**src/rbd_pkg.sv**
```systemverilog
// ----------------------------------------------------------------------------
// Ring buffer deque package
// Field widths, action and status codes, and the controller command bundle.
// ----------------------------------------------------------------------------
package rbd_pkg;

	localparam int ACT_W  = 2;
	localparam int DATA_W = 32;
	localparam int STAT_W = 2;
	localparam int CNT_W  = 5;

	localparam logic [ACT_W-1:0] ACT_PUSH_FRONT = 2'd0;
	localparam logic [ACT_W-1:0] ACT_PUSH_BACK  = 2'd1;
	localparam logic [ACT_W-1:0] ACT_POP_FRONT  = 2'd2;
	localparam logic [ACT_W-1:0] ACT_POP_BACK   = 2'd3;

	localparam logic [STAT_W-1:0] ST_OK    = 2'd0;
	localparam logic [STAT_W-1:0] ST_FULL  = 2'd1;
	localparam logic [STAT_W-1:0] ST_EMPTY = 2'd2;

	localparam logic [CNT_W-1:0] CAP_RESET = 5'd16;

	typedef struct packed {
		logic load;
		logic exec;
	} rbd_cmd_t;

endpackage

```
**src/rbd_if.sv**
```systemverilog
// ----------------------------------------------------------------------------
// Ring buffer deque channels
// Valid/ready channels for actions, results and the capacity register.
// ----------------------------------------------------------------------------
interface rbd_in_if;
	import rbd_pkg::*;
	logic              valid;
	logic              ready;
	logic [ACT_W-1:0]  action;
	logic [DATA_W-1:0] item_data;
	modport source (output valid, output action, output item_data, input ready);
	modport sink (input valid, input action, input item_data, output ready);
endinterface

interface rbd_out_if;
	import rbd_pkg::*;
	logic              valid;
	logic              ready;
	logic [STAT_W-1:0] status;
	logic [DATA_W-1:0] popped_data;
	logic [CNT_W-1:0]  occupancy;
	modport source (output valid, output status, output popped_data, output occupancy,
		input ready);
	modport sink (input valid, input status, input popped_data, input occupancy,
		output ready);
endinterface

interface rbd_cfg_if;
	import rbd_pkg::*;
	logic             valid;
	logic             ready;
	logic [CNT_W-1:0] capacity;
	modport source (output valid, output capacity, input ready);
	modport sink (input valid, input capacity, output ready);
endinterface

```
**src/rbd_ctrl.sv**
```systemverilog
// ----------------------------------------------------------------------------
// Ring buffer deque controller
// Sequences one item: capture, execute against the buffer, hold the result.
// ----------------------------------------------------------------------------
module rbd_ctrl (
	input  logic             clk,
	input  logic             arst_n,
	input  logic             in_valid,
	output logic             in_ready,
	output logic             out_valid,
	input  logic             out_ready,
	output rbd_pkg::rbd_cmd_t cmd
);
	import rbd_pkg::*;

	typedef enum logic [2:0] {
		S_IDLE = 3'b001,
		S_EXEC = 3'b010,
		S_RESP = 3'b100
	} state_t;

	state_t state_q;
	state_t state_d;

	always_comb begin
		state_d  = state_q;
		cmd.load = 1'b0;
		cmd.exec = 1'b0;
		case (state_q)
			S_IDLE: begin
				if (in_valid) begin
					cmd.load = 1'b1;
					state_d  = S_EXEC;
				end
			end
			S_EXEC: begin
				cmd.exec = 1'b1;
				state_d  = S_RESP;
			end
			S_RESP: begin
				if (out_ready) begin
					state_d = S_IDLE;
				end
			end
			default: begin
				state_d = S_IDLE;
			end
		endcase
	end

	always_ff @(posedge clk or negedge arst_n) begin
		if (!arst_n) begin
			state_q <= S_IDLE;
		end else begin
			state_q <= state_d;
		end
	end

	assign in_ready  = (state_q == S_IDLE);
	assign out_valid = (state_q == S_RESP);

endmodule

```
**src/rbd_datapath.sv**
```systemverilog
// ----------------------------------------------------------------------------
// Ring buffer deque datapath
// Slot memory, wrapping front/back indices, item count and result registers.
// ----------------------------------------------------------------------------
module rbd_datapath #(
	parameter int DEPTH         = 16,
	parameter int PAYLOAD_WIDTH = 32
) (
	input  logic                          clk,
	input  logic                          arst_n,
	input  rbd_pkg::rbd_cmd_t             cmd,
	input  logic [rbd_pkg::ACT_W-1:0]     action,
	input  logic [rbd_pkg::DATA_W-1:0]    item_data,
	input  logic                          cfg_we,
	input  logic [rbd_pkg::CNT_W-1:0]     cfg_capacity,
	output logic [rbd_pkg::STAT_W-1:0]    status,
	output logic [rbd_pkg::DATA_W-1:0]    popped_data,
	output logic [rbd_pkg::CNT_W-1:0]     occupancy
);
	import rbd_pkg::*;

	localparam int IW      = $clog2(DEPTH);
	localparam int AW      = (IW > CNT_W) ? IW : CNT_W;
	localparam int CAP_MAX = (DEPTH < 31) ? DEPTH : 31;
	localparam logic [CNT_W-1:0] CAP_MAX_C = CNT_W'(CAP_MAX);

	// Capacity is stored already clamped to the range one to the storage depth or 31, whichever is smaller.
	function automatic logic [CNT_W-1:0] eff_cap(input logic [CNT_W-1:0] raw);
		logic [CNT_W-1:0] r;
		r = raw;
		if (raw == '0) begin
			r = CNT_W'(1);
		end else if (raw > CAP_MAX_C) begin
			r = CAP_MAX_C;
		end
		return r;
	endfunction

	function automatic logic [IW-1:0] idx_next(input logic [IW-1:0] i,
		input logic [AW-1:0] c);
		logic [AW-1:0] n;
		n = AW'(i) + AW'(1);
		return (n >= c) ? '0 : IW'(n);
	endfunction

	function automatic logic [IW-1:0] idx_prev(input logic [IW-1:0] i,
		input logic [AW-1:0] c);
		logic [AW-1:0] p;
		p = c - AW'(1);
		return (i == '0) ? IW'(p) : (i - IW'(1));
	endfunction

	logic [CNT_W-1:0]         cap_q;
	logic [IW-1:0]            front_q;
	logic [IW-1:0]            back_q;
	logic [CNT_W-1:0]         count_q;
	logic [ACT_W-1:0]         action_q;
	logic [PAYLOAD_WIDTH-1:0] data_q;
	logic [STAT_W-1:0]        status_q;
	logic                     pop_ok_q;
	logic [PAYLOAD_WIDTH-1:0] rd_q;
	logic [PAYLOAD_WIDTH-1:0] mem [DEPTH];

	logic [AW-1:0]     cap_a;
	logic              full;
	logic              empty;
	logic [IW-1:0]     front_next;
	logic [IW-1:0]     front_prev;
	logic [IW-1:0]     back_next;
	logic [IW-1:0]     back_prev;
	logic              we;
	logic              re;
	logic [IW-1:0]     waddr;
	logic [IW-1:0]     raddr;
	logic [IW-1:0]     front_d;
	logic [IW-1:0]     back_d;
	logic [CNT_W-1:0]  count_d;
	logic [STAT_W-1:0] status_d;

	assign cap_a      = AW'(cap_q);
	assign full       = (count_q >= cap_q);
	assign empty      = (count_q == '0);
	assign front_next = idx_next(front_q, cap_a);
	assign front_prev = idx_prev(front_q, cap_a);
	assign back_next  = idx_next(back_q, cap_a);
	assign back_prev  = idx_prev(back_q, cap_a);

	always_comb begin
		we       = 1'b0;
		re       = 1'b0;
		waddr    = back_q;
		raddr    = front_q;
		front_d  = front_q;
		back_d   = back_q;
		count_d  = count_q;
		status_d = ST_OK;
		case (action_q)
			ACT_PUSH_FRONT: begin
				if (full) begin
					status_d = ST_FULL;
				end else begin
					we      = 1'b1;
					waddr   = front_prev;
					front_d = front_prev;
					count_d = count_q + CNT_W'(1);
				end
			end
			ACT_PUSH_BACK: begin
				if (full) begin
					status_d = ST_FULL;
				end else begin
					we      = 1'b1;
					waddr   = back_q;
					back_d  = back_next;
					count_d = count_q + CNT_W'(1);
				end
			end
			ACT_POP_FRONT: begin
				if (empty) begin
					status_d = ST_EMPTY;
				end else begin
					re      = 1'b1;
					raddr   = front_q;
					front_d = front_next;
					count_d = count_q - CNT_W'(1);
				end
			end
			default: begin
				if (empty) begin
					status_d = ST_EMPTY;
				end else begin
					re      = 1'b1;
					raddr   = back_prev;
					back_d  = back_prev;
					count_d = count_q - CNT_W'(1);
				end
			end
		endcase
	end

	// A capacity write empties the queue; slot contents stay as they are.
	always_ff @(posedge clk or negedge arst_n) begin
		if (!arst_n) begin
			cap_q   <= eff_cap(CAP_RESET);
			front_q <= '0;
			back_q  <= '0;
			count_q <= '0;
		end else if (cfg_we) begin
			cap_q   <= eff_cap(cfg_capacity);
			front_q <= '0;
			back_q  <= '0;
			count_q <= '0;
		end else if (cmd.exec) begin
			front_q <= front_d;
			back_q  <= back_d;
			count_q <= count_d;
		end
	end

	always_ff @(posedge clk) begin
		if (cmd.load) begin
			action_q <= action;
			data_q   <= PAYLOAD_WIDTH'(item_data);
		end
		if (cmd.exec) begin
			status_q <= status_d;
			pop_ok_q <= re;
		end
	end

	always_ff @(posedge clk) begin
		if (cmd.exec && we) begin
			mem[waddr] <= data_q;
		end
		if (cmd.exec && re) begin
			rd_q <= mem[raddr];
		end
	end

	assign status      = status_q;
	assign popped_data = pop_ok_q ? DATA_W'(rd_q) : '0;
	assign occupancy   = count_q;

endmodule

```
**src/ring_buffer_deque_top.sv**
```systemverilog
// ----------------------------------------------------------------------------
// Ring buffer deque top level
// Double-ended queue in a circular slot memory with a programmable capacity.
// ----------------------------------------------------------------------------
// Sequence: an accepted item is captured, then executed in the execute state,
// and its result is held in the response state until the output takes it.
// Item flow: a new item is accepted only after the previous result is taken; the
// slot memory is read or written in the execute state, then held for output.
// Reset: asynchronous, active low; the queue is empty and capacity is 16
// (clamped to DEPTH). Slot contents are not cleared.
module ring_buffer_deque_top #(
	parameter int DEPTH         = 16,
	parameter int PAYLOAD_WIDTH = 32
) (
	input logic      clk,
	input logic      arst_n,
	rbd_in_if.sink   in_ch,
	rbd_out_if.source out_ch,
	rbd_cfg_if.sink  cfg_ch
);
	import rbd_pkg::*;

	localparam int CAP_MAX = (DEPTH < 31) ? DEPTH : 31;

	rbd_cmd_t cmd;

	assign cfg_ch.ready = 1'b1;

	rbd_ctrl u_ctrl (
		.clk       (clk),
		.arst_n    (arst_n),
		.in_valid  (in_ch.valid),
		.in_ready  (in_ch.ready),
		.out_valid (out_ch.valid),
		.out_ready (out_ch.ready),
		.cmd       (cmd)
	);

	rbd_datapath #(
		.DEPTH         (DEPTH),
		.PAYLOAD_WIDTH (PAYLOAD_WIDTH)
	) u_datapath (
		.clk          (clk),
		.arst_n       (arst_n),
		.cmd          (cmd),
		.action       (in_ch.action),
		.item_data    (in_ch.item_data),
		.cfg_we       (cfg_ch.valid && cfg_ch.ready),
		.cfg_capacity (cfg_ch.capacity),
		.status       (out_ch.status),
		.popped_data  (out_ch.popped_data),
		.occupancy    (out_ch.occupancy)
	);

	a_no_overlap: assert property (@(posedge clk) disable iff (!arst_n)
		!(in_ch.ready && out_ch.valid))
		else $error("input accepted while a result is pending");

	a_exec_follows_accept: assert property (@(posedge clk) disable iff (!arst_n)
		(in_ch.valid && in_ch.ready) |=> cmd.exec)
		else $error("accepted item was not executed in the next cycle");

	a_occ_bound: assert property (@(posedge clk) disable iff (!arst_n)
		out_ch.valid |-> (out_ch.occupancy <= CNT_W'(CAP_MAX)))
		else $error("occupancy exceeds the storage limit");

	a_refused_zero: assert property (@(posedge clk) disable iff (!arst_n)
		(out_ch.valid && (out_ch.status != ST_OK)) |-> (out_ch.popped_data == '0))
		else $error("refused action returned nonzero data");

endmodule

```
**src/flat_wrapper.sv**
```systemverilog
// flat-port wrapper written by rule: the top's interface ports become plain ports
module ring_buffer_deque_top_flat import rbd_pkg::*;
#(
	parameter int DEPTH         = 16,
	parameter int PAYLOAD_WIDTH = 32
)
  (clk, arst_n, in_ch_valid, in_ch_action, in_ch_item_data, in_ch_ready, out_ch_valid, out_ch_status, out_ch_popped_data, out_ch_occupancy, out_ch_ready, cfg_ch_valid, cfg_ch_capacity, cfg_ch_ready);
  rbd_in_if in_ch_i ();
  rbd_out_if out_ch_i ();
  rbd_cfg_if cfg_ch_i ();
  input logic clk;
  input logic arst_n;
  input wire logic [$bits(in_ch_i.valid)-1:0] in_ch_valid;
  input wire logic [$bits(in_ch_i.action)-1:0] in_ch_action;
  input wire logic [$bits(in_ch_i.item_data)-1:0] in_ch_item_data;
  output wire logic [$bits(in_ch_i.ready)-1:0] in_ch_ready;
  output wire logic [$bits(out_ch_i.valid)-1:0] out_ch_valid;
  output wire logic [$bits(out_ch_i.status)-1:0] out_ch_status;
  output wire logic [$bits(out_ch_i.popped_data)-1:0] out_ch_popped_data;
  output wire logic [$bits(out_ch_i.occupancy)-1:0] out_ch_occupancy;
  input wire logic [$bits(out_ch_i.ready)-1:0] out_ch_ready;
  input wire logic [$bits(cfg_ch_i.valid)-1:0] cfg_ch_valid;
  input wire logic [$bits(cfg_ch_i.capacity)-1:0] cfg_ch_capacity;
  output wire logic [$bits(cfg_ch_i.ready)-1:0] cfg_ch_ready;
  assign in_ch_i.valid = in_ch_valid;
  assign in_ch_i.action = in_ch_action;
  assign in_ch_i.item_data = in_ch_item_data;
  assign in_ch_ready = in_ch_i.ready;
  assign out_ch_valid = out_ch_i.valid;
  assign out_ch_status = out_ch_i.status;
  assign out_ch_popped_data = out_ch_i.popped_data;
  assign out_ch_occupancy = out_ch_i.occupancy;
  assign out_ch_i.ready = out_ch_ready;
  assign cfg_ch_i.valid = cfg_ch_valid;
  assign cfg_ch_i.capacity = cfg_ch_capacity;
  assign cfg_ch_ready = cfg_ch_i.ready;
  ring_buffer_deque_top #(.DEPTH(DEPTH), .PAYLOAD_WIDTH(PAYLOAD_WIDTH)) u_core (.clk(clk), .arst_n(arst_n), .in_ch(in_ch_i), .out_ch(out_ch_i), .cfg_ch(cfg_ch_i));
endmodule
```
**config.mk**
```make
export PLATFORM = sky130hd
export DESIGN_NAME = ring_buffer_deque_top_flat
export DESIGN_NICKNAME = d
export VERILOG_FILES = /design/src/rbd_pkg.sv /design/src/rbd_if.sv /design/src/rbd_ctrl.sv /design/src/rbd_datapath.sv /design/src/ring_buffer_deque_top.sv /design/src/flat_wrapper.sv
export SDC_FILE = /design/constraint.sdc
export NUM_CORES = 1
export LEC_CHECK = 0
export ABC_AREA = 1
export BUFFER_PORTS_ARGS = -buffer_cell sky130_fd_sc_hd__buf_2
export CORE_MARGIN = 4
export CORE_UTILIZATION = 30
export DETAILED_ROUTE_END_ITERATION = 8
export PLACE_DENSITY = 0.42
export SYNTH_ARGS = -nofsm -noshare
export SYNTH_HDL_FRONTEND = slang
export SYNTH_SLANG_ARGS = --single-unit
```
**constraint.sdc**
```tcl
create_clock -name clk -period 4.3 [get_ports clk]
set_clock_uncertainty 0.2 [all_clocks]
set_input_delay 0.43 -clock clk [delete_from_list [all_inputs] [get_ports clk]]
set_output_delay 0.43 -clock clk [all_outputs]
set_load 0.01 [all_outputs]
```
==> run metrics <==
Hold Violations, Final=0; CP required=about 4.3 ns; Overall Power=approximately 19 mW; CTS resizes=0; Initial DRT Pass Iterations=5; uppermost layer routed=met4; reg-to-reg startpoint=u_core.u_datapath.occupancy[0]; die width=about 310 um; Max Clk Rate=0.2750 GHz; Tmin final=about 3.6 ns; first-pass GRT wire length=~120000 um; fillcell total=between 8000 and 9000; antenna violations before repair=1; Slew headroom=40.01%; WL/cell=about 20 um; vias=18240; synth warn=0; Max Cap Viol=0; share of cells above drive strength 1=approximately 10%; crit end category=flop; Avg Vias per Cell=roughly 4.6; die footprint=94820 um2; r2r endpoint=u_core.u_datapath.mem[15][24]; top cells by area, synth=edfxtp_1 65%, nand3_1 12%, inv_1 8.3%; setup TNS=0 ns; dpl cells=approximately 3800; hold path depth=2; Netlist cell types=36; met3 wire len=roughly 3000 um; Bufs on Longest Clock Path=3; gr usage total=between 10% and 20%; Yosys top cell area share=64.65%; FF-to-FF path depth=12; R2R setup slack=around 0.66 ns; Worst Hold End=u_core.u_datapath.cap_a[1]; drt total wl=78150 um; Remaining DRCs=0; Core Util, Final=a little over a third; M1 wire length=35570 um; Die Y=~310 um; PwrDens=between 500 and 600 nW/um2; Layout Cells excl Fill=a little under 4000; number of global-route vias before repair=18780; number of port buffers=84; Rows=around 110; RSZ-0062 raised after global routing=false; final period utilization=between 80 and 90%; Post-Syn Area per Cell=between 10 and 15 um2; flip-flop and latch count after synthesis=between 600 and 700; Syn Std Cell Area=roughly 27000 um2; status=complete, no violations; top cells by count, synth=639 x nand3_1, 594 x inv_1, 581 x edfxtp_1; Synth area leader=edfxtp_1; Hold Path Class=input port to flop; ys async rst share=3.488%; pre-CTS setup slack=~0.67 ns; pin count of the biggest net entering global routing=between 100 and 150; Post-synth EDFFs=between 500 and 600; Seq/Total Area, Yosys=66.60%; Syn Nets=around 2700; Top FF cell, synth=edfxtp_1; # nets final=2811; io pins=86; H-tree levels=3; root buffer cell=clkbuf_16; TritonCTS clock tree=built; Worst-Skew Late Latency=about 0.61 ns; max-slew violation count=0; worst setup margin=between 0.6 and 0.7 ns; Reg area=~18000 um2; routability cong.=~0.76; most frequent cell after synthesis=nand3_1; HPWL Detailed=45010 um; P&R area growth vs syn=17.40%; Leak=~14 nW; first-iteration detailed-routing DRC count=1280; Arr. time, crit path=3.67 ns; Starting Density=30.40%; WL met2=roughly 38000 um; Setup-failing EPs final=0; Worst Setup Start Kind=flop; worst-path fanout max=32; critical path type=flop to flop; Clk pin slew, worst setup/hold paths=around 0.060 ns; post-route ant nets=0; Antenna Cells=0; Worst Max-Slew Pin Slew=between 0.8 and 0.9 ns; Clock Sinks=between 600 and 700; Core Region=between 80000 and 90000 um2; CTS buffer count=between 70 and 80; area occupied by multi-input gates=~6200 um2; Synth Instances=~2600; Hold Crit Start=cfg_ch_valid; Worst VDD drop=about 0.00037 V; global route total overflow=0
==> area by class of cell <==
class                           count  area share (%)
Tap cell                         1165           4.601
Clock inverter                     45           1.129
Inverter                          601           7.128
Timing Repair Buffer              183           4.692
Sequential cell                   602           56.73
Clock buffer                       80           6.046
Multi-Input combinational cell   1284           19.67
==> what timing repair did <==
action                     4_1_cts  5_1_grt
hold buffers                    44        0
setup endpoints to repair        0        0
hold endpoints to repair        63        0
buffers inserted                 0        0
==> worst max-delay path, cell delays in order (launching register included) <==
cell and delay [ns]:
dfrtp_1 0.40, inv_1 0.11, ha_1 0.30, o21ai_0 0.18, o21ai_0 0.10, nor2_1 0.43, nand2_1 0.23, nand2_1 0.11
nand2_1 0.12, inv_1 0.14, nand3_1 0.28, nor2_4 0.15, buf_4 0.48
==> cell usage in the layout (no fill, tap or decap), types with 20 or more instances in the layout <==
cell type / synthesis / layout
o21ai_0: 23 / 23
clkinv_2: 0 / 20
nand3_1: 639 / 639
inv_1: 594 / 594
clkbuf_16: 0 / 75
nor2_1: 51 / 33
nand2_1: 497 / 496
ha_1: 23 / 23
buf_2: 72 / 84
edfxtp_1: 581 / 581
buf_4: 15 / 38
dlygate4sd3_1: 0 / 44
==> metal layers <==
layer	vias to the layer above	global-route usage, %
met5	-	0
met4	0	4.272
met3	131	2.657
met2	368	28.42
met1	8965	22.11
li1	8774	-
==> cells by family (layout without fill, tap and decap cells) <==
logic type / after synthesis / in the layout / share of synthesized area (%)
compound gates: 47 / 47 / 0.9598
xor+xnor: 7 / 7 / 0.2272
fa+ha+maj: 24 / 24 / 1.141
buf+inv: 727 / 909 / 11.05
flops: 602 / 602 / 66.60
other cells: 1 / 1 / 0.01390
simple gates: 1205 / 1205 / 20.00
==> state kept, by name, indices dropped and copies added (netlist names) <==
name,cells
u_core.u_datapath.front_q,4
u_core.u_datapath.rd_q,32
u_core.u_datapath.occupancy,5
u_core.u_datapath.pop_ok_q,1
u_core.u_datapath.mem,512
u_core.u_ctrl.state_q,3
u_core.u_datapath.back_q,4
u_core.u_datapath.data_q,32
u_core.u_datapath.status,2
u_core.u_datapath.action_q,2
u_core.u_datapath.cap_a,5
==> power by group <==
| group | total, mW | switching (mW) | leakage [nW] | internal [mW] |
|---|---|---|---|---|
| Sequential | 7.47 | 0.441 | 5.51 | 7.03 |
| Combinational | 5.27 | 3.74 | 6.98 | 1.53 |
| Clock | 5.92 | 2.43 | 1.13 | 3.49 |
==> worst max-delay path by stage <==
stage / startpoint / to / slack (ns) / cells past startpoint
2_1_floorplan: u_core.u_datapath.occupancy[0] / u_core.u_datapath.mem[11][0] / 0.47 / 11
3_3_place_gp: u_core.u_datapath.cap_a[4] / u_core.u_datapath.mem[15][20] / 0.72 / 12
3_5_place_dp: u_core.u_datapath.cap_a[4] / u_core.u_datapath.mem[3][19] / 0.67 / 12
4_1_cts: u_core.u_datapath.cap_a[4] / u_core.u_datapath.mem[15][4] / 0.64 / 12
5_1_grt: u_core.u_datapath.occupancy[0] / u_core.u_datapath.mem[3][9] / 0.32 / 12
6_report: u_core.u_datapath.occupancy[0] / u_core.u_datapath.mem[15][24] / 0.66 / 12
==> metrics by stage <==
| stage | hold WS, ns | cell area, um2 |
|---|---|---|
| global route | 0.04273 | 31680 |
| detailed placement | 0.2641 | 28970 |
| finish | 0.04912 | 31680 |
| CTS | 0.007419 | 31680 |
| global placement | 0.2455 | 28970 |
| floorplan | -0.06559 | 26990 |
No activity file was read; power rests on OpenSTA's default activity.
